`src/rtl/core/spp_pkg.sv`:
```
// shared types, constants and the sine table for the plasma pixel generator
// no dependencies
`default_nettype none

package spp_pkg;

  localparam int FRAME_WIDTH  = 320;
  localparam int FRAME_HEIGHT = 240;
  localparam int ADDR_W       = 17;
  localparam int COL_W        = 9;
  localparam int ROW_W        = 8;
  localparam int COLOR_W      = 5;
  localparam int TSTEP_W      = 10;

  // time step = ms / 20 = (ms >> 2) / 5, divide by five as a reciprocal multiply
  localparam int          TSTEP_SHIFT       = 2;
  localparam logic [31:0] TSTEP_RECIP       = 32'hCCCC_CCCD;
  localparam int          TSTEP_RECIP_SHIFT = 34;
  localparam int          TSTEP_PROD_W      = TSTEP_RECIP_SHIFT + TSTEP_W;

  localparam int MID_DEPTH    = 4;
  localparam int OUT_DEPTH    = 4;

  typedef enum logic [2:0] {
    REG_FRAME_TIME   = 3'd0,
    REG_PANEL_LEFT   = 3'd1,
    REG_PANEL_TOP    = 3'd2,
    REG_PANEL_WIDTH  = 3'd3,
    REG_PANEL_HEIGHT = 3'd4
  } reg_index_t;

  typedef struct packed {
    logic [9:0] left;
    logic [8:0] top;
    logic [9:0] width;
    logic [8:0] height;
  } panel_cfg_t;

  typedef struct packed {
    logic [3:0][7:0]    wave_idx;
    logic [ADDR_W-1:0]  pixel_address;
    logic               write_enable;
    logic               frame_last;
  } pixel_job_t;

  typedef struct packed {
    logic [ADDR_W-1:0]  pixel_address;
    logic [COLOR_W-1:0] color_index;
    logic               write_enable;
    logic               frame_last;
  } pixel_out_t;

  typedef struct packed {
    logic full;
    logic empty;
  } queue_status_t;

  // trunc(127*sin(pi*k/128)) for the first quadrant
  localparam logic [6:0] QUARTER_SINE [0:64] = '{
    7'd0,   7'd3,   7'd6,   7'd9,   7'd12,  7'd15,  7'd18,  7'd21,  7'd24,  7'd27,
    7'd30,  7'd33,  7'd36,  7'd39,  7'd42,  7'd45,  7'd48,  7'd51,  7'd54,  7'd57,
    7'd59,  7'd62,  7'd65,  7'd67,  7'd70,  7'd73,  7'd75,  7'd78,  7'd80,  7'd82,
    7'd85,  7'd87,  7'd89,  7'd91,  7'd94,  7'd96,  7'd98,  7'd100, 7'd102, 7'd103,
    7'd105, 7'd107, 7'd108, 7'd110, 7'd112, 7'd113, 7'd114, 7'd116, 7'd117, 7'd118,
    7'd119, 7'd120, 7'd121, 7'd122, 7'd123, 7'd123, 7'd124, 7'd125, 7'd125, 7'd126,
    7'd126, 7'd126, 7'd126, 7'd126, 7'd127
  };

  function automatic logic signed [7:0] sine_lookup(input logic [7:0] i);
    logic [6:0] q;
    logic [6:0] k;
    logic [7:0] mag;
    q   = i[6:0];
    k   = (q <= 7'd64) ? q : 7'(8'd128 - {1'b0, q});
    mag = {1'b0, QUARTER_SINE[k]};
    return i[7] ? $signed(-mag) : $signed(mag);
  endfunction

endpackage

`default_nettype wire

```
`src/rtl/core/spp_front.sv`:
```
// front end: raster position, wave indices, address and panel classification
// depends on spp_pkg
`default_nettype none

module spp_front import spp_pkg::*; (
  input  logic               clk,
  input  logic               rst,
  input  logic               accept,
  input  logic               restart,
  input  logic [TSTEP_W-1:0] tstep,
  input  panel_cfg_t         panel,
  output pixel_job_t         job
);

  logic [COL_W-1:0]  raster_column;
  logic [ROW_W-1:0]  raster_row;
  logic [COL_W-1:0]  raster_column_next;
  logic [ROW_W-1:0]  raster_row_next;
  logic [COL_W-1:0]  x;
  logic [ROW_W-1:0]  y;
  logic [COL_W:0]    col_inc;
  logic [ROW_W:0]    row_inc;
  logic [8:0]        sum3;
  logic [9:0]        t3;
  logic [9:0]        sum4;
  logic signed [11:0] xs, left_s, right_s;
  logic signed [10:0] ys, top_s, bottom_s;
  logic              in_panel;

  assign x = restart ? '0 : raster_column;
  assign y = restart ? '0 : raster_row;

  assign sum3 = x + 9'(y) + tstep[8:0];
  assign t3   = tstep + {tstep[8:0], 1'b0};
  assign sum4 = {x, 1'b0} - 10'(y) + t3;

  // x stays below the frame width, so clamping the edges changes nothing here
  assign xs       = $signed({3'b000, x});
  assign left_s   = $signed({{2{panel.left[9]}}, panel.left});
  assign right_s  = left_s + $signed({2'b00, panel.width});
  assign ys       = $signed({3'b000, y});
  assign top_s    = $signed({{2{panel.top[8]}}, panel.top});
  assign bottom_s = top_s + $signed({2'b00, panel.height});
  assign in_panel = (xs >= left_s) && (xs < right_s) && (ys >= top_s) && (ys < bottom_s);

  always_comb begin
    job.wave_idx[0]   = x[7:0] + tstep[7:0];
    job.wave_idx[1]   = y + {tstep[6:0], 1'b0};
    job.wave_idx[2]   = sum3[8:1];
    job.wave_idx[3]   = sum4[9:2];
    job.pixel_address = ADDR_W'(y) * ADDR_W'(FRAME_WIDTH) + ADDR_W'(x);
    job.write_enable  = !in_panel;
    job.frame_last    = (x == COL_W'(FRAME_WIDTH - 1)) && (y == ROW_W'(FRAME_HEIGHT - 1));
  end

  assign col_inc = {1'b0, x} + 1'b1;
  assign row_inc = {1'b0, y} + 1'b1;

  always_comb begin
    raster_column_next = col_inc[COL_W-1:0];
    raster_row_next    = y;
    if (col_inc >= (COL_W+1)'(FRAME_WIDTH)) begin
      raster_column_next = '0;
      raster_row_next    = (row_inc >= (ROW_W+1)'(FRAME_HEIGHT)) ? '0 : row_inc[ROW_W-1:0];
    end
  end

  always_ff @(posedge clk) begin
    if (rst) begin
      raster_column <= '0;
      raster_row    <= '0;
    end else if (accept) begin
      raster_column <= raster_column_next;
      raster_row    <= raster_row_next;
    end
  end

endmodule

`default_nettype wire

```
`config.mk`:
```
export PLATFORM = sky130hd
export DESIGN_NAME = spp_front
export DESIGN_NICKNAME = d
export VERILOG_FILES = /design/src/rtl/core/spp_pkg.sv /design/src/rtl/core/spp_front.sv
export SDC_FILE = /design/constraint.sdc
export NUM_CORES = 1
export LEC_CHECK = 0
export ABC_AREA = 1
export ABC_CLOCK_PERIOD_IN_PS = 9400
export BUFFER_PORTS_ARGS = -buffer_cell sky130_fd_sc_hd__buf_2
export CAP_MARGIN = 30
export CORE_UTILIZATION = 25
export CTS_CLUSTER_DIAMETER = 60
export DETAILED_ROUTE_END_ITERATION = 10
export HOLD_SLACK_MARGIN = 0.08
export PLACE_DENSITY = 0.45
export SLEW_MARGIN = 0
export SYNTH_ARGS = -nofsm -noshare
export SYNTH_HDL_FRONTEND = slang
export SYNTH_SLANG_ARGS = --single-unit
```
`constraint.sdc`:
```
create_clock -name clk -period 9.4 [get_ports clk]
set_clock_uncertainty 0.2 [all_clocks]
set_input_delay 2.35 -clock clk [delete_from_list [all_inputs] [get_ports clk]]
set_output_delay 2.35 -clock clk [all_outputs]
set_load 0.02 [all_outputs]
```
==> impl_metrics.env <==
export IMPL_share_of_final_layout_standard_cells_stronger_than_drive_strength_1=0.166
export IMPL_drcViolationCount=0
export IMPL_class_of_the_tightest_hold_or_removal_check="reg -> reg"
export IMPL_drtAntennaViolNets=0
export IMPL_clk_transition_reported_paths_ps=60
export IMPL_cts_setup_buffers=0
export IMPL_netlist_instances=737
export IMPL_grt_max_degree=22
export IMPL_totalNegativeSetupSlack_ps=0
export IMPL_clock_sinks=17
export IMPL_multi_input_comb_area_mm2=0.00435
export IMPL_vias_per_instance=4.36
export IMPL_synth_seq_area_share=0.0652
export IMPL_post_layout_nonfiller_instances=1112
export IMPL_synth_edf_count=0
export IMPL_rsz0062_at_grt="no"
export IMPL_via_count=4845
export IMPL_antenna_violations_before_repair=0
export IMPL_critPathLaunchType="primary input"
export IMPL_tightest_slew_ps=604
export IMPL_place_port_buffers=102
export IMPL_crit_type="in -> out"
export IMPL_first_pass_iters=4
export IMPL_timing_final_hold_violations=0
export IMPL_required_ps=6850
export IMPL_placeableCoreArea_mm2=0.0204
export IMPL_first_global_vias=4671
export IMPL_finalWeightedCongestion=0.844
export IMPL_report_final_setup_viol=0
export IMPL_drv_cap=0
export IMPL_compound_gate_fraction_of_synth_area=0.123
export IMPL_clk_insertion_delay_late_ps=260
export IMPL_clock_fmax_ghz=0.121
export IMPL_num_nets_final=1033
export IMPL_cts_buffers_inserted=3
export IMPL_layout_common_cells="sky130_fd_sc_hd__nand2_1 (129), sky130_fd_sc_hd__inv_1 (118), sky130_fd_sc_hd__ha_1 (109), sky130_fd_sc_hd__buf_2 (102), sky130_fd_sc_hd__a21oi_1 (67)"
export IMPL_filler_cell_count=2265
export IMPL_ys_async_sr_fraction=0
export IMPL_dp_cells=1108
export IMPL_synth_area_mm2=0.00522
export IMPL_syn_mean_instance_area_um2=7.08
export IMPL_arrival_ps=5740
export IMPL_cts_root_buf="sky130_fd_sc_hd__clkbuf_16"
export IMPL_ys_types=38
export IMPL_die_area_mm2=0.0214
export IMPL_synth_simple_area_share=0.238
export IMPL_die_h_um=146
export IMPL_quantity_of_gates_resized_following_cts=0
export IMPL_yosysWarningCount=0
export IMPL_wirelength_um=15500
export IMPL_globalRoute_totalOverflow=0
export IMPL_grt_usage=0.145
export IMPL_fin_crit_ps=8290
export IMPL_run_status="completed"
export IMPL_seqCellArea_um2=340
export IMPL_syn_num_nets=927
export IMPL_slew_headroom=0.597
export IMPL_ys_dominant_reg_cell="sky130_fd_sc_hd__dfxtp_1"
export IMPL_antennaDiodeCount=0
export IMPL_clockBufferDepth=2
export IMPL_rows=52
export IMPL_power_density_mw_per_mm2=80.8
export IMPL_critical_path_capture_point_type="output pin"
export IMPL_drt_iter0_drc=226
export IMPL_timing_final_max_slew_violations=0
export IMPL_ys_ff_latch=17
export IMPL_synth_xor_xnor_area_share=0.101
export IMPL_dominant_combinational_cell_family_by_area_after_synthesis="adder cells"
export IMPL_route_detailed_wl_per_inst_um=13.9
export IMPL_global_route_wire_length_before_repair_um=24800
export IMPL_die_width_um=146
export IMPL_post_cts_hold_buffer_count=0
export IMPL_count_of_pins_on_the_block_boundary=103
export IMPL_total_leakage_power_uw=0.00336
export IMPL_reg2reg_setup_slack_ps=6660
export IMPL_synth_area_mux_share=0
export IMPL_initial_core_utilization=0.256
export IMPL_ctsHtreeMaxLevel=1
export IMPL_tritoncts="built"
export IMPL_mostFrequentLayoutCell="sky130_fd_sc_hd__nand2_1"
export IMPL_peakVddDrop_uv=56.7
export IMPL_critical_path_peak_fanout=14
export IMPL_final_min_period_over_clock_period=0.882
export IMPL_area_delta_synth_final_pct=17.4
export IMPL_hpwl_um=13200
export IMPL_post_synth_fa_ha_maj_area_fraction=0.373
-- flip-flops by register name, summed over array words and instances, names as in the netlist --
register and cells:
raster_row 8, raster_column 9
-- path summary, 6_finish.rpt --
| kind | cells after the start | from | to |
|---|---|---|---|
| worst max-delay path | 16 | restart | job[49] |
| worst min-delay path | 2 | raster_column[8]$_SDFFE_PP0P_ | raster_column[8]$_SDFFE_PP0P_ |
| worst min register to register | 2 | raster_column[8]$_SDFFE_PP0P_ | raster_column[8]$_SDFFE_PP0P_ |
| worst max register to register | 15 | raster_column[0]$_SDFFE_PP0P_ | raster_row[5]$_SDFFE_PP0P_ |
-- where the power goes --
| part | internal, µW | switching [µW] |
|---|---|---|
| sequential | 74.7 | 3.13 |
| clock | 57.8 | 33.1 |
| combinational | 117 | 209 |
| total | 250 | 245 |
-- final cells by class --
class                           count  area share
Multi-Input combinational cell    592       0.711
Timing Repair Buffer              107      0.0895
Tap cell                          270      0.0552
Clock buffer                        4      0.0129
Inverter                          122      0.0760
Sequential cell                    17      0.0556
-- critical path, cell delays in order --
cell	delay, ps
sky130_fd_sc_hd__buf_2	270
sky130_fd_sc_hd__inv_8	120
sky130_fd_sc_hd__nand2_4	120
sky130_fd_sc_hd__inv_1	200
sky130_fd_sc_hd__fa_1	530
sky130_fd_sc_hd__inv_1	50
sky130_fd_sc_hd__fa_1	500
sky130_fd_sc_hd__ha_1	180
sky130_fd_sc_hd__inv_1	60
sky130_fd_sc_hd__fa_1	400
sky130_fd_sc_hd__o21ai_0	310
sky130_fd_sc_hd__a21oi_1	110
sky130_fd_sc_hd__nor2_1	100
sky130_fd_sc_hd__nor2_1	50
sky130_fd_sc_hd__xor2_1	180
sky130_fd_sc_hd__buf_2	200
-- cell usage after synthesis (all sizes together) (2+ instances only) --
cell / instances / area share
a21o: 3 / 0.0043
a21oi: 68 / 0.066
a31oi: 4 / 0.0048
buf: 3 / 0.0089
clkbuf: 3 / 0.0022
dfxtp: 17 / 0.065
fa: 29 / 0.11
ha: 109 / 0.26
inv: 122 / 0.089
nand2: 140 / 0.11
nand3: 45 / 0.048
nand3b: 2 / 0.0029
nand4: 9 / 0.011
nor2: 69 / 0.057
nor3: 8 / 0.0077
o21ai: 35 / 0.034
o21bai: 5 / 0.0072
or2: 2 / 0.0024
xnor2: 10 / 0.017
xor2: 50 / 0.084
-- cell families (layout without fill, tap and decap cells) --
family,count (synthesis),in the layout
AO/OA/AOI/OAI,119,119
XOR/XNOR,60,60
adder cells (fa/ha/maj),138,138
buffers and inverters,128,233
flip-flops,17,17
AND/OR/NAND/NOR,275,275
-- through the flow --
step	worst slack (ps)	hold WS, ps	power [µW]	utilization	cell area, µm²
6_report	1110	293	495	0.301	6120
5_1_grt	848	311	542	0.301	6120
4_1_cts	1070	288	501	0.301	6120
3_5_place_dp	1090	278	410	0.297	6040
3_3_place_gp	1090	282	412	0.297	6040
2_1_floorplan	1510	258	306	-	5220
-- routing by layer --
| layer | GRT usage | routed length [µm] | vias to the layer above |
|---|---|---|---|
| met2 | 0.244 | 6960 | 86 |
| met5 | 0 | 0 | - |
| li1 | - | - | 2599 |
| met1 | 0.211 | 8180 | 2158 |
| met4 | 0.00833 | 29 | 0 |
| met3 | 0.0106 | 323 | 2 |
Power figures use the tool's default switching activity.
