<file path="src/rtl/core/spp_pkg.sv">
// shared types, constants and the sine table for the plasma pixel generator
// no dependencies
`default_nettype none

package spp_pkg;

  localparam int FRAME_WIDTH  = 320;
  localparam int FRAME_HEIGHT = 240;
  localparam int ADDR_W       = 17;
  localparam int COL_W        = 9;
  localparam int ROW_W        = 8;
  localparam int COLOR_W      = 5;
  localparam int TSTEP_W      = 10;

  // time step = ms / 20 = (ms >> 2) / 5, divide by five as a reciprocal multiply
  localparam int          TSTEP_SHIFT       = 2;
  localparam logic [31:0] TSTEP_RECIP       = 32'hCCCC_CCCD;
  localparam int          TSTEP_RECIP_SHIFT = 34;
  localparam int          TSTEP_PROD_W      = TSTEP_RECIP_SHIFT + TSTEP_W;

  localparam int MID_DEPTH    = 4;
  localparam int OUT_DEPTH    = 4;

  typedef enum logic [2:0] {
    REG_FRAME_TIME   = 3'd0,
    REG_PANEL_LEFT   = 3'd1,
    REG_PANEL_TOP    = 3'd2,
    REG_PANEL_WIDTH  = 3'd3,
    REG_PANEL_HEIGHT = 3'd4
  } reg_index_t;

  typedef struct packed {
    logic [9:0] left;
    logic [8:0] top;
    logic [9:0] width;
    logic [8:0] height;
  } panel_cfg_t;

  typedef struct packed {
    logic [3:0][7:0]    wave_idx;
    logic [ADDR_W-1:0]  pixel_address;
    logic               write_enable;
    logic               frame_last;
  } pixel_job_t;

  typedef struct packed {
    logic [ADDR_W-1:0]  pixel_address;
    logic [COLOR_W-1:0] color_index;
    logic               write_enable;
    logic               frame_last;
  } pixel_out_t;

  typedef struct packed {
    logic full;
    logic empty;
  } queue_status_t;

  // trunc(127*sin(pi*k/128)) for the first quadrant
  localparam logic [6:0] QUARTER_SINE [0:64] = '{
    7'd0,   7'd3,   7'd6,   7'd9,   7'd12,  7'd15,  7'd18,  7'd21,  7'd24,  7'd27,
    7'd30,  7'd33,  7'd36,  7'd39,  7'd42,  7'd45,  7'd48,  7'd51,  7'd54,  7'd57,
    7'd59,  7'd62,  7'd65,  7'd67,  7'd70,  7'd73,  7'd75,  7'd78,  7'd80,  7'd82,
    7'd85,  7'd87,  7'd89,  7'd91,  7'd94,  7'd96,  7'd98,  7'd100, 7'd102, 7'd103,
    7'd105, 7'd107, 7'd108, 7'd110, 7'd112, 7'd113, 7'd114, 7'd116, 7'd117, 7'd118,
    7'd119, 7'd120, 7'd121, 7'd122, 7'd123, 7'd123, 7'd124, 7'd125, 7'd125, 7'd126,
    7'd126, 7'd126, 7'd126, 7'd126, 7'd127
  };

  function automatic logic signed [7:0] sine_lookup(input logic [7:0] i);
    logic [6:0] q;
    logic [6:0] k;
    logic [7:0] mag;
    q   = i[6:0];
    k   = (q <= 7'd64) ? q : 7'(8'd128 - {1'b0, q});
    mag = {1'b0, QUARTER_SINE[k]};
    return i[7] ? $signed(-mag) : $signed(mag);
  endfunction

endpackage

`default_nettype wire

</file>
<file path="src/rtl/core/spp_queue.sv">
// short job queue between the front end and the back end
// depends on spp_pkg
`default_nettype none

module spp_queue import spp_pkg::*; (
  input  logic          clk,
  input  logic          rst,
  input  logic          push,
  input  pixel_job_t    push_job,
  input  logic          pop,
  output pixel_job_t    head_job,
  output queue_status_t status
);

  localparam int PTR_W = $clog2(MID_DEPTH);
  localparam int CNT_W = $clog2(MID_DEPTH + 1);

  pixel_job_t       entries [MID_DEPTH];
  logic [PTR_W-1:0] wr_ptr;
  logic [PTR_W-1:0] rd_ptr;
  logic [CNT_W-1:0] count;
  logic             do_push;
  logic             do_pop;

  assign status.full  = count == CNT_W'(MID_DEPTH);
  assign status.empty = count == '0;
  assign do_push      = push && !status.full;
  assign do_pop       = pop && !status.empty;
  assign head_job     = entries[rd_ptr];

  always_ff @(posedge clk) begin
    if (rst) begin
      wr_ptr <= '0;
      rd_ptr <= '0;
      count  <= '0;
    end else begin
      if (do_push) wr_ptr <= PTR_W'(wr_ptr + 1'b1);
      if (do_pop) rd_ptr <= PTR_W'(rd_ptr + 1'b1);
      count <= count + CNT_W'(do_push) - CNT_W'(do_pop);
    end
  end

  always_ff @(posedge clk) begin
    if (do_push) entries[wr_ptr] <= push_job;
  end

endmodule

`default_nettype wire

</file>
<file path="config.mk">
export PLATFORM = sky130hd
export DESIGN_NAME = spp_queue
export DESIGN_NICKNAME = d
export VERILOG_FILES = /design/src/rtl/core/spp_pkg.sv /design/src/rtl/core/spp_queue.sv
export SDC_FILE = /design/constraint.sdc
export NUM_CORES = 1
export LEC_CHECK = 0
export BUFFER_PORTS_ARGS = -buffer_cell sky130_fd_sc_hd__buf_2
export CAP_MARGIN = 20
export CORE_ASPECT_RATIO = 0.6
export CORE_MARGIN = 10
export CORE_UTILIZATION = 51
export DETAILED_ROUTE_END_ITERATION = 12
export HOLD_SLACK_MARGIN = 0.06
export PLACE_DENSITY = 0.75
export SETUP_SLACK_MARGIN = 0.5
export SLEW_MARGIN = 20
export SYNTH_ARGS = -nofsm -noshare
export SYNTH_HDL_FRONTEND = slang
export SYNTH_SLANG_ARGS = --single-unit
</file>
<file path="constraint.sdc">
create_clock -name clk -period 2.6 [get_ports clk]
set_clock_uncertainty 0.15 [all_clocks]
set_input_delay 0.52 -clock clk [delete_from_list [all_inputs] [get_ports clk]]
set_output_delay 0.52 -clock clk [all_outputs]
set_load 0.01 [all_outputs]
</file>
==> results by group, run 1 <==
Run status
  – Result of the run: completed

Clock tree
  – Library cell used as clock root buffer: sky130_fd_sc_hd__clkbuf_16
  – Clk sinks: 213
  – Clock slew at reported path FFs: 60 ps
  – H-tree levels: 1
  – Clock Path Buffers: 3
  – Worst skew pair latency: 470 ps
  – TritonCTS clock tree: yes
  – Number of buffers created by CTS: 20

Route
  – Starting DRT DRC Count: 232
  – Number of optimization iterations in the first detailed-route pass: 4
  – WL per Instance: 22.0 um
  – Final wirelength: 14800 um
  – Vias: 3638
  – Antenna viol nets, final: 0
  – Remaining routing DRC violations: 0
  – Via-per-instance ratio: 5.41

Synthesis
  – Share of synthesized registers carrying an async set or reset: 0%
  – Mean Syn Cell Area: 24.8 um2
  – Number of flops mapped to enable cells by yosys: 204
  – Number of instances in the synthesized netlist: 318
  – Largest family of logic cells by synthesized area: multiplexers
  – Synthesized Nets: 380
  – Synth Area in Adders: 1.20%
  – Top_reg_cell synth: sky130_fd_sc_hd__edfxtp_1
  – Compound-cell area share of the yosys netlist: 0.412%
  – Count of state elements after synthesis: 213
  – Share of the synthesized netlist area taken by xor and xnor gates: 0.333%
  – Unique masters post-synth: 26
  – Sequential area share after synthesis: 79.8%
  – Multiplexer fraction of the synthesized cell area: 14.7%
  – Cell area after technology mapping: 7900 um2
  – Total of warnings raised by yosys: 0
  – Synthesized-area fraction occupied by and/or/nand/nor cells: 1.31%

Global routing
  – Total overflow reported by the global router: 0
  – Initial antenna violation count: 4
  – Number of global-route vias before repair: 3972
  – Maximum number of pins on one net before global-route repair: 27
  – First-pass GRT wire length: 23100 um
  – Total Routing Usage GR: 14.1%

Final layout
  – Post-layout util: 62.8%
  – Total non-filler cell area in the finished layout: 9590 um2
  – Final non-filler cell total: 673
  – Net total in the final layout: 517
  – Most common cell after layout, fill and taps aside: sky130_fd_sc_hd__edfxtp_1
  – Commonest cells after routing, fill and taps aside: sky130_fd_sc_hd__edfxtp_1 (204), sky130_fd_sc_hd__buf_2 (97), sky130_fd_sc_hd__mux4_2 (50)
  – Area grow syn2layout: 21.4%
  – Number of filler cells placed in the layout: 1042
  – Layout cell share with drive strength beyond 1: 49.3%

Place
  – Global placement routability congestion: 0.704
  – Post-placement cell count: 627
  – Half-perimeter wire length of the detailed placement result: 9170 um
  – Total placed instance area: 8690 um2
  – Post-placement worst setup slack: 249 ps
  – Port Buffer Count: 107

Pwr
  – Fraction of power consumed by combinational cells: 25.4%
  – Portion of total power attributed to sequential cells: 45.5%
  – PD cells: 978 nW/um2
  – Int Power: 6.98 mW
  – Static Leakage: 3.27 nW
  – Share of power burned in the clock network: 29.1%
  – Worst VDD drop: 547 uV
  – Net switching power: 2.40 mW
  – Switching share of power: 25.6%

Worst setup path
  – Worst setup EP type: primary output
  – Arrival time of data at the critical path endpoint: 1840 ps
  – Data required time at the worst endpoint: 1930 ps
  – Kind of launch point of the worst setup path: register
  – Critical path class: reg2out
  – Largest fanout on the critical path: 5

Floorplanning
  – Die Area: 21000 um2
  – Count of boundary I/O pins: 108
  – Core box area: 15300 um2
  – Vert. Die Dim: 116 um
  – Row Count: 35
  – Initial standard-cell utilization of the core: 51.7%
  – Die width: 181 um

Job
  – Max capacitance violation total: 0

Timing
  – Final setup viols: 0
  – Setup tns final: 0 ps
  – Number of max-slew violations in the final report: 0
  – Peak Freq: 398 MHz
  – Final Critical Period: 2510 ps
  – Number of failing hold endpoints at the final stage: 0
  – Worst slew pin tran: 414 ps
  – Worst slew slack as a fraction of its limit: 72.4%
  – Final worst setup slack: 88.1 ps
  – Part of the cycle the worst path needs: 96.6%
  – RSZ-0062 raised after global routing: true

Worst hold path
  – Kind of path behind the tightest hold check: in2reg
[kinds of logic (layout without fill, tap and decap cells)]
kind of cell | count (synthesis) | in the layout
other | 0 | 1
flip-flops | 213 | 213
XOR/XNOR | 3 | 3
buffers and inverters | 21 | 172
multiplexers | 52 | 52
AO/OA/AOI/OAI | 5 | 5
adder cells (fa/ha/maj) | 7 | 7
AND/OR/NAND/NOR | 17 | 17
[layer usage]
layer | vias to the layer above | wire (um) | global-route usage [%]
li1 | 1606 | - | -
met1 | 1873 | 6540 | 18.9
met2 | 128 | 6780 | 22.1
met3 | 25 | 1240 | 5.23
met4 | 6 | 191 | 2.61
met5 | - | 35 | 0
[power groups by stage]
| stage | clock network, mW | registers [mW] | logic, mW |
|---|---|---|---|
| after floorplan | 0 | 4.27 | 1.47 |
| after global placement | 0 | 4.29 | 2.04 |
| after detailed placement | 0 | 4.31 | 2.08 |
| after CTS | 2.81 | 4.27 | 2.36 |
| after global routing | 2.96 | 4.30 | 2.59 |
| final | 2.73 | 4.27 | 2.38 |
[cell usage after synthesis, types with 4 or more instances]
cell	number	area share [%]
sky130_fd_sc_hd__buf_12	5	1.3
sky130_fd_sc_hd__dfxtp_1	9	2.3
sky130_fd_sc_hd__buf_2	5	0.32
sky130_fd_sc_hd__and2_1	4	0.32
sky130_fd_sc_hd__inv_1	8	0.38
sky130_fd_sc_hd__nor2_1	4	0.19
sky130_fd_sc_hd__ha_1	6	0.95
sky130_fd_sc_hd__edfxtp_1	204	78
sky130_fd_sc_hd__mux4_2	50	14
[through the flow]
step,total power [mW],hold WS [ps]
after CTS,9.44,83.4
final,9.38,101
after global routing,9.84,89.2
after floorplan,5.74,309
after global placement,6.33,333
after detailed placement,6.39,350
[path summary, 6_finish.rpt]
| kind | cells after the start | startpoint | endpoint | slack [ps] |
|---|---|---|---|---|
| max reg2reg | 9 | count[2] | count[2] | 510 |
| min reg2reg | 2 | rd_ptr[1] | register | 360 |
| min | 1 | push_job[13] | entries[1][13] | 100 |
| max | 4 | register | head_job[41] | 90 |
[registers in the layout, indices dropped and copies added, names as in the netlist, named ones only]
register and flops:
rd_ptr 2, wr_ptr 2, entries 204, count 3
[layout make-up]
class                      instances  area, um2  share of cell area (%)
inverter                           8       32.5                   0.339
clock inverter                    10       52.6                   0.548
sequential                       213       6320                    65.9
tap                              203        254                    2.65
timing repair buffer             128        856                    8.92
clock buffer                      26        584                    6.09
antenna                            1       2.50                  0.0261
multi-input combinational         84       1490                    15.5
[what timing repair did]
action,CTS,global route
resized for setup,14,14
pin swaps,6,2
gates cloned,3,0
hold buffers,0,0
setup buffers,4,2
setup endpoints to repair,53,53
[worst max-delay path: stages, from the launching register on]
cell and delay, ps:
sky130_fd_sc_hd__dfxtp_4 430, sky130_fd_sc_hd__buf_12 140, sky130_fd_sc_hd__buf_16 130, sky130_fd_sc_hd__mux4_2 520, sky130_fd_sc_hd__buf_6 140
Power figures use the tool's default switching activity.
==> run 2: changes to the inputs <==
--- a/config.mk
+++ b/config.mk
@@ -5,14 +5,14 @@
 export SDC_FILE = /design/constraint.sdc
 export NUM_CORES = 1
 export LEC_CHECK = 0
+export ABC_CLOCK_PERIOD_IN_PS = 2600
 export BUFFER_PORTS_ARGS = -buffer_cell sky130_fd_sc_hd__buf_2
 export CAP_MARGIN = 20
-export CORE_ASPECT_RATIO = 0.6
 export CORE_MARGIN = 10
 export CORE_UTILIZATION = 51
 export DETAILED_ROUTE_END_ITERATION = 12
 export HOLD_SLACK_MARGIN = 0.06
-export PLACE_DENSITY = 0.75
+export PLACE_DENSITY = 0.86
 export SETUP_SLACK_MARGIN = 0.5
 export SLEW_MARGIN = 20
 export SYNTH_ARGS = -nofsm -noshare
==> results by group, run 2 (synthesized netlist as in run 1, its figures left out) <==
Worst setup path
  – Largest stage delay, worst path: 540 ps
  – Largest fanout on the critical path: 7
  – Kind of launch point of the worst setup path: register
  – Critical path class: reg2out
  – Slowest cell on crit path: sky130_fd_sc_hd__mux4_2
  – Arrival time of data at the critical path endpoint: 1840 ps
  – Cell breakdown of the critical path: buf_8 -> buf_12 -> mux4_2 -> buf_6
  – Data required time at the worst endpoint: 1930 ps
  – Worst setup EP type: primary output

Timing
  – Number of failing hold endpoints at the final stage: 0
  – Final setup viols: 0
  – Worst hold slack: 98.3 ps
  – Part of the cycle the worst path needs: 96.4%
  – Final Critical Period: 2510 ps
  – RSZ-0062 raised after global routing: true
  – Worst slew pin tran: 471 ps
  – Final worst setup slack: 94.6 ps
  – Setup tns final: 0 ps
  – Number of max-slew violations in the final report: 0
  – Worst slew slack as a fraction of its limit: 68.6%
  – Peak Freq: 399 MHz

Route
  – Final wirelength: 14900 um
  – Starting DRT DRC Count: 247
  – Via-per-instance ratio: 5.46
  – Number of optimization iterations in the first detailed-route pass: 4
  – Vias: 3646
  – WL per Instance: 22.3 um
  – Remaining routing DRC violations: 0
  – Antenna viol nets, final: 0

Pwr
  – Worst VDD drop: 641 uV
  – PD cells: 980 nW/um2
  – Int Power: 7.17 mW
  – Net switching power: 2.46 mW
  – Share of power burned in the clock network: 27.5%
  – Total design power: 9.63 mW
  – Fraction of power consumed by combinational cells: 28.3%
  – Static Leakage: 3.35 nW
  – Portion of total power attributed to sequential cells: 44.2%
  – Switching share of power: 25.6%

Global routing
  – Total overflow reported by the global router: 0
  – Number of global-route vias before repair: 4143
  – Initial antenna violation count: 2
  – Total Routing Usage GR: 14.5%
  – Met2 GRT Util: 24.7%
  – Fraction of met3 tracks used by global routing: 3.97%
  – GRT busiest layer: met2
  – GR Layer Usage met1: 17.8%
  – First-pass GRT wire length: 23000 um
  – Maximum number of pins on one net before global-route repair: 28

Final layout
  – Net total in the final layout: 526
  – Commonest cells after routing, fill and taps aside: sky130_fd_sc_hd__edfxtp_1 (204), sky130_fd_sc_hd__buf_2 (73), sky130_fd_sc_hd__mux4_2 (51)
  – Final non-filler cell total: 668
  – Most flop-heavy register: entries
  – Most common cell after layout, fill and taps aside: sky130_fd_sc_hd__edfxtp_1
  – Layout cell share with drive strength beyond 1: 49.0%
  – Number of flip-flops in the largest register: 204
  – Area grow syn2layout: 24.5%
  – Top Registers: entries (204), count (3)

Clock tree
  – Clock slew at reported path FFs: 60 ps
  – Worst skew pair latency: 480 ps
  – Library cell used as clock root buffer: sky130_fd_sc_hd__clkbuf_16
  – Number of buffers created by CTS: 21
  – Clk sinks: 213
  – H-tree levels: 1
  – TritonCTS clock tree: yes
  – Clock Path Buffers: 3

Place
  – Post-placement worst setup slack: 218 ps
  – Port Buffer Count: 107
  – Half-perimeter wire length of the detailed placement result: 9350 um
  – Post-placement cell count: 614
  – Global placement routability congestion: 0.739

Floorplanning
  – Die Area: 20900 um2
  – Count of boundary I/O pins: 108
  – Initial standard-cell utilization of the core: 52.0%
  – Row Count: 45
  – Die width: 144 um
  – Vert. Die Dim: 144 um
  – Core box area: 15200 um2

Job
  – Max capacitance violation total: 0

Run status
  – Result of the run: completed

Worst hold path
  – Kind of path behind the tightest hold check: in2reg
## run 2: cell types whose count changed in the layout (fill, tap and decap cells not counted), sizes merged
| cell | previous run | this run |
|---|---|---|
| clkinv | 9 | 7 |
| diode | 1 | 2 |
| buf | 128 | 136 |
| inv | 8 | 9 |
| clkbuf | 26 | 28 |
## run 2: worst max-delay path, delay by kind of cell, from the launching register on
kind     cells  cell delay [ps]
flops        1              380
buf+inv      3              430
mux          1              540
## run 2: power groups by stage
stage / logic [mW] / registers, mW / clock network, mW
finish: 2.73 / 4.26 / 2.65
detailed placement: 2.06 / 4.38 / 0
global placement: 2.03 / 4.35 / 0
global route: 2.92 / 4.29 / 2.84
CTS: 2.67 / 4.25 / 2.70
floorplan: 1.47 / 4.27 / 0
## run 2: layer usage
metal,wire length (um),up-vias
met5,13,-
met4,330,2
li1,-,1624
met2,7500,108
met1,5980,1885
met3,1040,27
## run 2: area by class of cell
cell class | count | area [um2]
fillers | 990 | 5370
well taps | 188 | 235
clock inverters | 9 | 46.3
repair buffers | 136 | 1160
inverters | 8 | 32.5
multi-input cells | 84 | 1480
flip-flops and latches | 213 | 6320
clock buffers | 28 | 552
diodes | 2 | 5.00
## run 2: stage by stage
step | util (%) | cell area (um2)
2_1_floorplan | - | 7940
3_5_place_dp | 57.7 | 8770
3_3_place_gp | 57.7 | 8770
4_1_cts | 64.1 | 9740
5_1_grt | 64.7 | 9830
6_report | 64.7 | 9830
## run 2: what timing repair did
| item | CTS | global route |
|---|---|---|
| gates cloned | 2 | 0 |
| setup endpoints to repair | 53 | 53 |
| hold buffers | 0 | 0 |
| setup buffers | 11 | 2 |
| pin swaps | 5 | 7 |
| gates resized for setup | 47 | 15 |
## run 2: worst paths after layout
path	from	end	slack, ps	cells after the start
max	register	head_job[19]	90	4
min	push_job[22]	entries[0][22]	100	1
max reg2reg	count[1]	count[2]	430	9
min reg2reg	rd_ptr[1]	register	360	2
