`src/rtl/core/spp_pkg.sv`:
```
// shared types, constants and the sine table for the plasma pixel generator
// no dependencies
`default_nettype none

package spp_pkg;

  localparam int FRAME_WIDTH  = 320;
  localparam int FRAME_HEIGHT = 240;
  localparam int ADDR_W       = 17;
  localparam int COL_W        = 9;
  localparam int ROW_W        = 8;
  localparam int COLOR_W      = 5;
  localparam int TSTEP_W      = 10;

  // time step = ms / 20 = (ms >> 2) / 5, divide by five as a reciprocal multiply
  localparam int          TSTEP_SHIFT       = 2;
  localparam logic [31:0] TSTEP_RECIP       = 32'hCCCC_CCCD;
  localparam int          TSTEP_RECIP_SHIFT = 34;
  localparam int          TSTEP_PROD_W      = TSTEP_RECIP_SHIFT + TSTEP_W;

  localparam int MID_DEPTH    = 4;
  localparam int OUT_DEPTH    = 4;

  typedef enum logic [2:0] {
    REG_FRAME_TIME   = 3'd0,
    REG_PANEL_LEFT   = 3'd1,
    REG_PANEL_TOP    = 3'd2,
    REG_PANEL_WIDTH  = 3'd3,
    REG_PANEL_HEIGHT = 3'd4
  } reg_index_t;

  typedef struct packed {
    logic [9:0] left;
    logic [8:0] top;
    logic [9:0] width;
    logic [8:0] height;
  } panel_cfg_t;

  typedef struct packed {
    logic [3:0][7:0]    wave_idx;
    logic [ADDR_W-1:0]  pixel_address;
    logic               write_enable;
    logic               frame_last;
  } pixel_job_t;

  typedef struct packed {
    logic [ADDR_W-1:0]  pixel_address;
    logic [COLOR_W-1:0] color_index;
    logic               write_enable;
    logic               frame_last;
  } pixel_out_t;

  typedef struct packed {
    logic full;
    logic empty;
  } queue_status_t;

  // trunc(127*sin(pi*k/128)) for the first quadrant
  localparam logic [6:0] QUARTER_SINE [0:64] = '{
    7'd0,   7'd3,   7'd6,   7'd9,   7'd12,  7'd15,  7'd18,  7'd21,  7'd24,  7'd27,
    7'd30,  7'd33,  7'd36,  7'd39,  7'd42,  7'd45,  7'd48,  7'd51,  7'd54,  7'd57,
    7'd59,  7'd62,  7'd65,  7'd67,  7'd70,  7'd73,  7'd75,  7'd78,  7'd80,  7'd82,
    7'd85,  7'd87,  7'd89,  7'd91,  7'd94,  7'd96,  7'd98,  7'd100, 7'd102, 7'd103,
    7'd105, 7'd107, 7'd108, 7'd110, 7'd112, 7'd113, 7'd114, 7'd116, 7'd117, 7'd118,
    7'd119, 7'd120, 7'd121, 7'd122, 7'd123, 7'd123, 7'd124, 7'd125, 7'd125, 7'd126,
    7'd126, 7'd126, 7'd126, 7'd126, 7'd127
  };

  function automatic logic signed [7:0] sine_lookup(input logic [7:0] i);
    logic [6:0] q;
    logic [6:0] k;
    logic [7:0] mag;
    q   = i[6:0];
    k   = (q <= 7'd64) ? q : 7'(8'd128 - {1'b0, q});
    mag = {1'b0, QUARTER_SINE[k]};
    return i[7] ? $signed(-mag) : $signed(mag);
  endfunction

endpackage

`default_nettype wire

```
`src/rtl/core/spp_back.sv`:
```
// back end: sine lookups, sum stage, colour mapping and the result queue
// depends on spp_pkg
`default_nettype none

module spp_back import spp_pkg::*; (
  input  logic       clk,
  input  logic       rst,
  input  logic       job_valid,
  input  pixel_job_t job,
  output logic       job_take,
  input  logic       res_pop,
  output logic       res_empty,
  output pixel_out_t res
);

  localparam int PTR_W = $clog2(OUT_DEPTH);
  localparam int CNT_W = $clog2(OUT_DEPTH + 2);

  logic               s1_valid;
  logic signed [9:0]  s1_sum;
  logic [ADDR_W-1:0]  s1_addr;
  logic               s1_we;
  logic               s1_last;
  logic signed [9:0]  sum;
  logic signed [9:0]  adj;
  logic signed [9:0]  quarter;
  logic [9:0]         plasma;
  logic [11:0]        prod;
  pixel_out_t         s1_out;

  pixel_out_t         entries [OUT_DEPTH];
  logic [PTR_W-1:0]   wr_ptr;
  logic [PTR_W-1:0]   rd_ptr;
  logic [CNT_W-1:0]   count;
  logic               do_pop;

  // one slot is held back for the beat still in the sum stage
  assign job_take = job_valid && ((count + CNT_W'(s1_valid)) < CNT_W'(OUT_DEPTH));

  always_comb begin
    sum = 10'(sine_lookup(job.wave_idx[0])) + 10'(sine_lookup(job.wave_idx[1]))
        + 10'(sine_lookup(job.wave_idx[2])) + 10'(sine_lookup(job.wave_idx[3]));
  end

  always_ff @(posedge clk) begin
    if (rst) s1_valid <= 1'b0;
    else     s1_valid <= job_take;
  end

  always_ff @(posedge clk) begin
    if (job_take) begin
      s1_sum  <= sum;
      s1_addr <= job.pixel_address;
      s1_we   <= job.write_enable;
      s1_last <= job.frame_last;
    end
  end

  // divide by four rounding toward zero
  assign adj     = s1_sum + (s1_sum[9] ? 10'sd3 : 10'sd0);
  assign quarter = adj >>> 2;
  assign plasma  = 10'(quarter + 10'sd128);
  assign prod    = {plasma[7:0], 4'b0000} - {4'b0000, plasma[7:0]};

  always_comb begin
    s1_out.pixel_address = s1_addr;
    s1_out.color_index   = COLOR_W'(2) + {1'b0, prod[11:8]};
    s1_out.write_enable  = s1_we;
    s1_out.frame_last    = s1_last;
  end

  assign res_empty = count == '0;
  assign do_pop    = res_pop && !res_empty;
  assign res       = entries[rd_ptr];

  always_ff @(posedge clk) begin
    if (rst) begin
      wr_ptr <= '0;
      rd_ptr <= '0;
      count  <= '0;
    end else begin
      if (s1_valid) wr_ptr <= PTR_W'(wr_ptr + 1'b1);
      if (do_pop) rd_ptr <= PTR_W'(rd_ptr + 1'b1);
      count <= count + CNT_W'(s1_valid) - CNT_W'(do_pop);
    end
  end

  always_ff @(posedge clk) begin
    if (s1_valid) entries[wr_ptr] <= s1_out;
  end

endmodule

`default_nettype wire

```
`config.mk`:
```
export PLATFORM = sky130hd
export DESIGN_NAME = spp_back
export DESIGN_NICKNAME = d
export VERILOG_FILES = /design/src/rtl/core/spp_pkg.sv /design/src/rtl/core/spp_back.sv
export SDC_FILE = /design/constraint.sdc
export NUM_CORES = 1
export LEC_CHECK = 0
export BUFFER_PORTS_ARGS = -buffer_cell sky130_fd_sc_hd__buf_2
export CAP_MARGIN = 20
export CORE_ASPECT_RATIO = 0.7
export CORE_MARGIN = 2
export CORE_UTILIZATION = 41
export CTS_CLUSTER_DIAMETER = 80
export DETAILED_ROUTE_END_ITERATION = 8
export SYNTH_ARGS = -nofsm -noshare
export SYNTH_HDL_FRONTEND = slang
export SYNTH_SLANG_ARGS = --single-unit
export TNS_END_PERCENT = 50
```
`constraint.sdc`:
```
create_clock -name clk -period 7.4 [get_ports clk]
set_input_delay 0.37 -clock clk [delete_from_list [all_inputs] [get_ports clk]]
set_output_delay 0.37 -clock clk [all_outputs]
set_load 0.02 [all_outputs]
```
==> results.md, run 1 <==
* Top_reg_cell synth: edfxtp_1
* Hold_ws at 0.132 ns
* Clock Latency Late Sink at a little over 0.4 ns
* Crit path kind: in -> reg
* GP Congestion at 0.903
* Vias per cell at between 5 and 6
* Post-synth top cells: edfxtp_1 (125), nor2_1 (68), inv_1 (66)
* Number of remaining DRC errors at 0
* PnR worst setup slack at roughly 1.1 ns
* Share of the yosys chip area belonging to registers at 37.4%
* CTS Sinks at ~140
* Netlist cell types at 105
* Fmax at 159 MHz
* VDD IR-drop max at 213 µV
* Post_cts resized at 0
* Syn Std Cell Area at between 0.01 and 0.015 mm²
* Grt ovf at 0
* Crit. End Element: flop
* Worst reg2reg startpoint: s1_sum[9]$_DFFE_PP_
* Count leader, synth: edfxtp_1
* Chip height at 138 µm
* Clock tree buffer depth at 2
* Place WS at 0.757 ns
* Sum Neg Setup Slack at 0 ns
* WP data required at 7.55 ns
* Final number of hold-violating endpoints at 0
* Via count at between 8000 and 9000
* Leak Pwr at 4.38 nW
* Root buffer cell: clkbuf_16
* Reg2Reg Depth at 16
* Worst Path Max Fanout at 15
* DRT iter0 DRCs at 775
* Seq cells post-synth at between 100 and 150
* DIE AREA at approximately 0.027 mm²
* Outcome: complete, no violations
* Worst Setup EP: s1_sum[9]$_DFFE_PP_
* Worst-path clk slew at 0.06 ns
* WL/cell at 16.7 µm
* Initial Util at 41.5%
* Worst slew pin tran at 1.00 ns
* First-pass GRT wire length at 39.3 mm
* Core Area at approximately 0.026 mm²
* R2R Setup Slk at 3.32 ns
* Initial antenna violation count at 1
* Synth top area share at 35.5%
* Cells after Synth at 1020
* Largest area contributor in the netlist: edfxtp_1
* # H-tree levels at 4
* Share of cells above drive strength 1 at 18.7%
* Relative slew margins at approximately a third
* Hold buffer count at cts at 0
* NumNets Final at 1207
* YS warnings at 0
* Number of global-route vias before repair at 7729
* Final slew viol count at 0
* Clk_skew at 0.00886 ns
* Tot GR Track Use at 17.5%
* # rows at 49
* Fraction of registers with async set or reset after synthesis at 0%
* Final ANT Viol Nets at 0
* RSZ-0062 raised after global routing: no
* Setup violations, final at 0
* Post-synthesis net count at 1145
* Hold Path Class: in -> reg
* Max cap viols at 0
* DR pass1 iterations at 5
* Arrival @ worst endpoint at 6.43 ns
* Post-Route WL at between 20 and 25 mm
* Post-detail-place hpwl at around 17 mm
* Layout area overhead at 12.3%
* CTS Buf Count at 17
* Largest net degree at the start of global routing at 32
* TritonCTS clock tree: done
* Post-route minimum period at 6.28 ns
* Setup bufs post-CTS at 0
* Syn_area_per_cell at ~10 µm²
* P per Cell Area at 320 mW/mm²
* Area contributors post-synth: edfxtp_1 (35%), ha_1 (6.3%), mux4_2 (5.1%)
* CP startpoint: job[19]
* Buffers on Ports at 80
* IO Count at 81
* Worst R2R End: entries[1][5]$_DFFE_PP_
* Type of origin of the critical path: input port
* Post-synth EDFFs at 125
* Final period util at 84.9%
* Chip width at 196 µm
-- report_power, final --
| group | total, W | internal (W) | leakage (nW) | switching, W |
|---|---|---|---|---|
| clock network | 0.000893 | 0.000596 | 0.310 | 0.000296 |
| registers | 0.00120 | 0.00109 | 1.24 | 0.000102 |
| logic | 0.00171 | 0.000743 | 2.83 | 0.000969 |
-- cells in the final DEF (no fill, tap or decap), types with 17 or more instances in the layout --
cell	Yosys	routed
edfxtp_1	125	125
buf_2	31	80
nor2_1	68	68
inv_1	66	66
o21ai_0	55	55
ha_1	53	53
nand2_1	52	52
a21oi_1	50	50
xnor2_1	39	39
nor3_1	30	30
nand3_1	24	24
mux4_2	24	24
a31oi_1	22	22
nand2b_1	21	21
o211ai_1	19	19
buf_4	2	18
fa_1	17	17
clkbuf_16	0	17
-- flip-flops by register name, indices dropped and copies added (netlist names), 2 cells and up, named ones only --
| register | flops |
|---|---|
| entries | 96 |
| count | 3 |
| s1_addr | 17 |
| rd_ptr | 2 |
| s1_sum | 10 |
| wr_ptr | 2 |
-- worst max-delay path, cell delays in order --
cell	delay [ns]
buf_2	0.21
inv_1	0.20
ha_1	0.41
and2b_1	0.27
xnor2_1	0.79
nand3_1	0.21
a21boi_0	0.18
a221o_1	0.38
nand3_1	0.19
inv_2	0.08
ha_1	0.27
nor2_1	0.08
a21oi_1	0.06
fa_1	0.54
inv_1	0.05
fa_1	0.46
inv_1	0.07
ha_1	0.16
inv_1	0.05
fa_1	0.40
nor2b_1	0.13
o21ai_0	0.10
a21boi_0	0.25
o21a_1	0.16
o21ai_0	0.08
nand2b_1	0.07
a21oi_1	0.07
xnor2_1	0.12
-- routing by layer --
| metal | GRT usage, % | vias to the layer above | share of wire [%] |
|---|---|---|---|
| met2 | 26.1 | 275 | 44 |
| met5 | 0 | - | 0 |
| met3 | 2.71 | 16 | 6.1 |
| met4 | 3.67 | 0 | 0.64 |
| li1 | - | 4036 | - |
| met1 | 26.9 | 4022 | 49 |
-- final cells by class --
class                           instances  area, µm²
Clock inverter                         13        203
Timing Repair Buffer                   98        536
Clock buffer                           19        433
Sequential cell                       135       3960
Multi-Input combinational cell        763       6090
Tap cell                              331        414
Inverter                               67        251
Fill cell                            2374      13600
Antenna cell                            1       2.50
-- worst min path at each step --
stage / start / endpoint / cells past startpoint / slack (ns)
floorplan: s1_last$_DFFE_PP_ / entries[0][0]$_DFFE_PP_ / 0 / 0.46
global placement: s1_addr[4]$_DFFE_PP_ / entries[3][11]$_DFFE_PP_ / 0 / 0.49
detailed placement: s1_addr[4]$_DFFE_PP_ / entries[2][11]$_DFFE_PP_ / 0 / 0.49
CTS: job[10] / s1_addr[8]$_DFFE_PP_ / 1 / 0.12
global route: job[4] / s1_addr[2]$_DFFE_PP_ / 1 / 0.12
finish: job[8] / s1_addr[6]$_DFFE_PP_ / 1 / 0.13
-- stage by stage --
step                instance area (µm²)  power [W]  utilization [%]  std cells
detailed placement                11200    0.00293             44.1       1394
global placement                  11200    0.00290             44.1       1394
global route                      11900    0.00410             46.6       1426
CTS                               11900    0.00383             46.6       1426
floorplan                         10600    0.00253                -       1020
finish                            11900    0.00380             46.6       1427
-- cells by family after synthesis --
logic type / count (synthesis) / synth area share, %
DFF: 135 / 37.4
adders and majority gates: 71 / 9.58
AOI/OAI and AO/OA: 296 / 20.7
buffers and inverters: 122 / 5.05
and+or+nand+nor: 301 / 16.0
muxes: 40 / 6.73
xor gates and xnor gates: 55 / 4.55
Power figures use the tool's default switching activity.
==> inputs of run 2 (changes only) <==
==> constraint.sdc (replaced) <==
create_clock -name clk -period 6.2 [get_ports clk]
set_input_delay 0.31 -clock clk [delete_from_list [all_inputs] [get_ports clk]]
set_output_delay 0.31 -clock clk [all_outputs]
set_load 0.02 [all_outputs]
==> run 2 against run 1 <==
Compared with the run above: register-to-register slack worse by 1.1 ns; design area is 2.9% higher; sequential share of layout area fell by 0.93 points; critical path type unchanged; via count increased by 2.4%; final cell count grew 3.4%; sequential power increased by 19%; total power is 20% higher; first-iteration DRC count increased by 19%; global-route usage is 1.0 points higher; wire length is 5.4% higher.
==> results.md, run 2 (synthesized netlist as in run 1, its figures left out) <==
* Worst Path Max Fanout at 6
* Number of remaining DRC errors at 0
* Crit. End Element: flop
* Max cap viols at 0
* Post_cts resized at 0
* Largest register FFs at 96
* Hold buffer count at cts at 0
* Type of origin of the critical path: input port
* Worst slew pin tran at approximately 0.88 ns
* DRT iter0 DRCs at a little over 900
* # H-tree levels at 4
* Root buffer cell: clkbuf_16
* Grt ovf at 0
* Met3 Use GR at ~3.5%
* Combinational power share at 45.9%
* Worst reg2reg startpoint: s1_sum[9]$_DFFE_PP_
* NumNets Final at 1255
* CTS Buf Count at 17
* Most common cell after layout, fill and taps aside: edfxtp_1
* Fmax at about 170 MHz
* Hold_ws at 0.0646 ns
* Vias per cell at 5.80
* CTS Sinks at 135
* Worst-path clk slew at 0.06 ns
* GRT met1 Usage at 28.5%
* P_int at 0.00287 W
* Clock power share at 22.6%
* Chip height at 138 µm
* Top reg by flops: entries
* Sw frac at 36.8%
* Initial Util at 41.5%
* Delay-heaviest family, CP: adder cells
* Setup bufs post-CTS at 0
* Share of cells above drive strength 1 at between 20% and 30%
* Reg2Reg Depth at 16
* R2R Setup Slk at 2.22 ns
* Crit path kind: in -> reg
* WP data required at 6.36 ns
* Post-Route WL at 25.1 mm
* Final ANT Viol Nets at 0
* CP max-delay cell: fa_1
* Worst R2R End: entries[2][5]$_DFFE_PP_
* TritonCTS clock tree: done
* WP depth at 29
* Fillcell total at 2378
* Clock tree buffer depth at 2
* Via count at 8551
* Post-route minimum period at 5.75 ns
* CP peak stage delay at between 0.5 and 0.6 ns
* Setup violations, final at 0
* Final Non-Filler Cells at 1475
* IO Count at between 80 and 90
* DIE AREA at 0.0271 mm²
* Leak Pwr at 4.60 nW
* First-pass GRT wire length at around 41 mm
* Register share of total power at 31.4%
* Sw power at about 0.0017 W
* Placed Instances at 1442
* Largest regs: entries (96), s1_addr (17), s1_sum (10)
* Sum Neg Setup Slack at 0 ns
* Most used cell, CP: inv_1
* Initial antenna violation count at 1
* Hold Path Class: in -> reg
* Final number of hold-violating endpoints at 0
* Layout area overhead at 15.6%
* DR pass1 iterations at 5
* Global routing's busiest layer: met1
* Largest net degree at the start of global routing at 32
* Clock Latency Late Sink at roughly 0.42 ns
* RSZ-0062 raised after global routing: no
* CP startpoint: job[29]
* Core Area at 0.0255 mm²
* VDD IR-drop max at 256 µV
* # rows at ~50
* Final slew viol count at 0
* Chip width at between 150 and 200 µm
* Clk_skew at 0.00865 ns
* Final instance area at around 0.012 mm²
* Tot GR Track Use at 18.6%
* Final period util at 92.8%
* Most frequent cells in the layout: edfxtp_1 (125), buf_2 (80), nor2_1 (68), inv_1 (66), buf_4 (66)
* WL/cell at roughly 17 µm
* GP Congestion at ~0.93
* Placed Area at 0.0116 mm²
* Number of global-route vias before repair at slightly below 8000
* Relative slew margins at roughly two fifths
* Outcome: complete, no violations
* Post-detail-place hpwl at 18.3 mm
* Arrival @ worst endpoint at between 5 and 6 ns
* Met2 Track Usage GR at ~27%
* P per Cell Area at 372 mW/mm²
* Worst Setup EP: s1_sum[9]$_DFFE_PP_
* Buffers on Ports at 80
* Buf/Inv on CP at 5
## run 2: cell count changes in the layout (fill, tap and decap cells not counted), sizes merged
cell / before / now
buf: 98 / 146
clkinvlp: 0 / 1
inv: 68 / 73
clkbuf: 19 / 17
clkinv: 7 / 5
bufinv: 5 / 3
## run 2: layout make-up
cell class | count | area (µm²) | area share, %
Antenna cell | 1 | 2.50 | 0.0205
Clock buffer | 17 | 425 | 3.48
Clock inverter | 15 | 191 | 1.57
Inverter | 67 | 251 | 2.06
Multi-Input combinational cell | 763 | 6090 | 49.8
Sequential cell | 135 | 3960 | 32.3
Tap cell | 331 | 414 | 3.39
Timing Repair Buffer | 146 | 896 | 7.33
## run 2: worst min path at each step
stage | endpoint | slack, ns | startpoint | depth (start not counted)
after floorplan | s1_addr[0]$_DFFE_PP_ | 0.41 | job[2] | 0
final | s1_addr[2]$_DFFE_PP_ | 0.06 | job[4] | 1
after global routing | s1_addr[4]$_DFFE_PP_ | 0.04 | job[6] | 1
after detailed placement | s1_addr[2]$_DFFE_PP_ | 0.49 | job[4] | 1
after CTS | s1_addr[2]$_DFFE_PP_ | 0.05 | job[4] | 1
after global placement | entries[2][12]$_DFFE_PP_ | 0.48 | s1_addr[5]$_DFFE_PP_ | 0
## run 2: power groups by stage
| stage | sequential [W] | clock [W] | combinational [W] |
|---|---|---|---|
| after global placement | 0.00145 | 0 | 0.00205 |
| after CTS | 0.00143 | 0.00105 | 0.00210 |
| after floorplan | 0.00138 | 0 | 0.00164 |
| after global routing | 0.00145 | 0.00109 | 0.00237 |
| after detailed placement | 0.00145 | 0 | 0.00208 |
| final | 0.00143 | 0.00103 | 0.00209 |
## run 2: routing by layer
layer  up-vias  wire length [µm]
li1       4127                 -
met1      4101             12600
met2       298             10700
met3        25              1570
met4         0               248
met5         -                 0
## run 2: metrics by stage
stage	worst slack (ns)	utilization (%)	total power [W]
after global routing	0.00186	47.9	0.00491
after global placement	0.122	45.5	0.00349
after floorplan	0.280	-	0.00302
after CTS	0.534	47.9	0.00458
after detailed placement	0.0924	45.5	0.00353
final	0.448	47.9	0.00455
==> inputs of run 3 (changes only) <==
==> constraint.sdc (replaced) <==
create_clock -name clk -period 6.98 [get_ports clk]
set_input_delay 0.349 -clock clk [delete_from_list [all_inputs] [get_ports clk]]
set_output_delay 0.349 -clock clk [all_outputs]
set_load 0.02 [all_outputs]
==> run 3 against run 2 <==
Compared with the run above: sequential cell count is the same; count of clock-buffer cells in the layout is the same; register-to-register slack gained 0.66 ns; die area is the same; combinational power shrank 13%; via count shrank 3.1%; core utilization shrank 1.4 points; final cell count shrank 3.1%; critical endpoint unchanged; largest power group unchanged.
==> results.md, run 3 (synthesized netlist as in run 1, its figures left out) <==
* Outcome: complete, no violations
* CTS Buf Count at 17
* Largest net degree at the start of global routing at 32
* Post-Route WL at 24.3 mm
* Final ANT Viol Nets at 0
* Hold Path Class: in -> reg
* NumNets Final at 1211
* Final Non-Filler Cells at 1429
* Min-Delay Path Depth at 1
* Chip height at between 100 and 150 µm
* Root buffer cell: clkbuf_16
* Layout area overhead at 12.1%
* Hold buffer count at cts at 0
* Worst slew pin tran at 0.882 ns
* TritonCTS clock tree: done
* Post_cts resized at 0
* GP Congestion at a little over 0.9
* Most used cell, CP: inv_1
* Placed Instances at 1398
* Worst-path clk slew at 0.06 ns
* Worst R2R End: entries[1][5]$_DFFE_PP_
* Vias per cell at slightly below 6
* VDD IR-drop max at 199 µV
* WHS Endpoint: s1_addr[2]$_DFFE_PP_
* DIE AREA at 0.0271 mm²
* Initial Util at 41.5%
* Tot GR Track Use at 18.1%
* WP data required at just over 7 ns
* # rows at 49
* Final slew viol count at 0
* Setup violations, final at 0
* First-pass GRT wire length at between 40 and 50 mm
* Max cap viols at 0
* Top reg by flops: entries
* Buffers on Ports at 80
* Post-detail-place hpwl at 17.7 mm
* DRT iter0 DRCs at 723
* Most frequent cells in the layout: edfxtp_1 (125), buf_2 (80), nor2_1 (68), inv_1 (66), o21ai_0 (55)
* PnR worst setup slack at around 0.8 ns
* Post-Route M1 WL at 12.4 mm
* Final period util at 88.3%
* CP peak stage delay at 0.51 ns
* Reg2Reg Depth at 16
* WL/cell at 17.0 µm
* Initial antenna violation count at 1
* Final number of hold-violating endpoints at 0
* # H-tree levels at 4
* Arrival @ worst endpoint at 6.31 ns
* Highest metal used: met4
* Number of remaining DRC errors at 0
* Place WS at 0.440 ns
* IO Count at 81
* Hold path startpoint: job[4]
* DR pass1 iterations at 6
* Number of global-route vias before repair at 7740
* Clock Latency Late Sink at 0.40 ns
* Crit. End Element: flop
* Via count at 8288
* Leak Pwr at 4.37 nW
* Core Area at 0.0255 mm²
* Post-route minimum period at 6.16 ns
* Share of cells above drive strength 1 at 19.1%
* Crit path kind: in -> reg
* R2R Setup Slk at around 2.9 ns
* RSZ-0062 raised after global routing: no
* Relative slew margins at between 40% and 50%
* Worst Path Max Fanout at 11
* Type of origin of the critical path: input port
* Clock tree buffer depth at 2
* Fmax at 162 MHz
* Grt ovf at 0
* Met2 Wirelength at 10.4 mm
* Largest register FFs at between 90 and 100
* Worst reg2reg startpoint: s1_sum[9]$_DFFE_PP_
* Sum Neg Setup Slack at 0 ns
* CP max-delay cell: fa_1
* Clk_skew at 0.00664 ns
* Met3 wire len at 1.31 mm
* P per Cell Area at 333 mW/mm²
* Chip width at 196 µm
* CTS Sinks at 135
* Setup bufs post-CTS at 0
* Largest regs: entries (96), s1_addr (17), s1_sum (10)
* Most common cell after layout, fill and taps aside: edfxtp_1
==> run 3: cell types whose count changed in the layout (fill, tap and decap cells not counted), sizes merged <==
cell      change
buf          -44
clkinvlp      +1
clkinv        +3
inv           -6
==> run 3: per-stage QoR <==
stage | hold slack [ns] | util, % | power (W) | area, µm²
final | 0.120 | 46.5 | 0.00395 | 11900
after global routing | 0.0962 | 46.5 | 0.00428 | 11900
after CTS | 0.0976 | 46.5 | 0.00399 | 11900
after detailed placement | 0.488 | 44.2 | 0.00311 | 11300
after global placement | 0.488 | 44.2 | 0.00308 | 11300
after floorplan | 0.448 | - | 0.00268 | 10600
==> run 3: how the worst max path moves through the flow <==
stage | from | to | cells after the start
floorplan | job[19] | s1_sum[9]$_DFFE_PP_ | 31
global placement | job[35] | s1_sum[9]$_DFFE_PP_ | 31
detailed placement | job[19] | s1_sum[9]$_DFFE_PP_ | 31
CTS | job[19] | s1_sum[9]$_DFFE_PP_ | 31
global route | job[19] | s1_sum[9]$_DFFE_PP_ | 31
finish | job[27] | s1_sum[9]$_DFFE_PP_ | 30
==> run 3: where the power goes <==
part / internal [W] / switching, W / total, W
Clock: 0.000555 / 0.000308 / 0.000864
Sequential: 0.00116 / 0.000106 / 0.00127
Combinational: 0.000790 / 0.00103 / 0.00182
==> run 3: routing by layer <==
layer | track usage, % | vias to the layer above
met1 | 27.8 | 4009
met2 | 26.7 | 217
li1 | - | 4039
met3 | 2.90 | 23
met4 | 4.19 | 0
met5 | 0 | -
==> run 3: critical path: cells and delay by family <==
kind                       cells  cell delay (ns)
adders and majority gates      7             2.55
AOI/OAI and AO/OA              9             1.38
and+or+nand+nor                7             1.26
buffers and inverters          6             0.67
xor gates and xnor gates       1             0.12
==> run 3: final cells by class <==
cell class                      instances  area, µm²
Antenna cell                            1       2.50
Clock buffer                           17        425
Clock inverter                         13        159
Fill cell                            2369      13600
Inverter                               67        251
Multi-Input combinational cell        763       6090
Sequential cell                       135       3960
Tap cell                              331        414
Timing Repair Buffer                  102        566
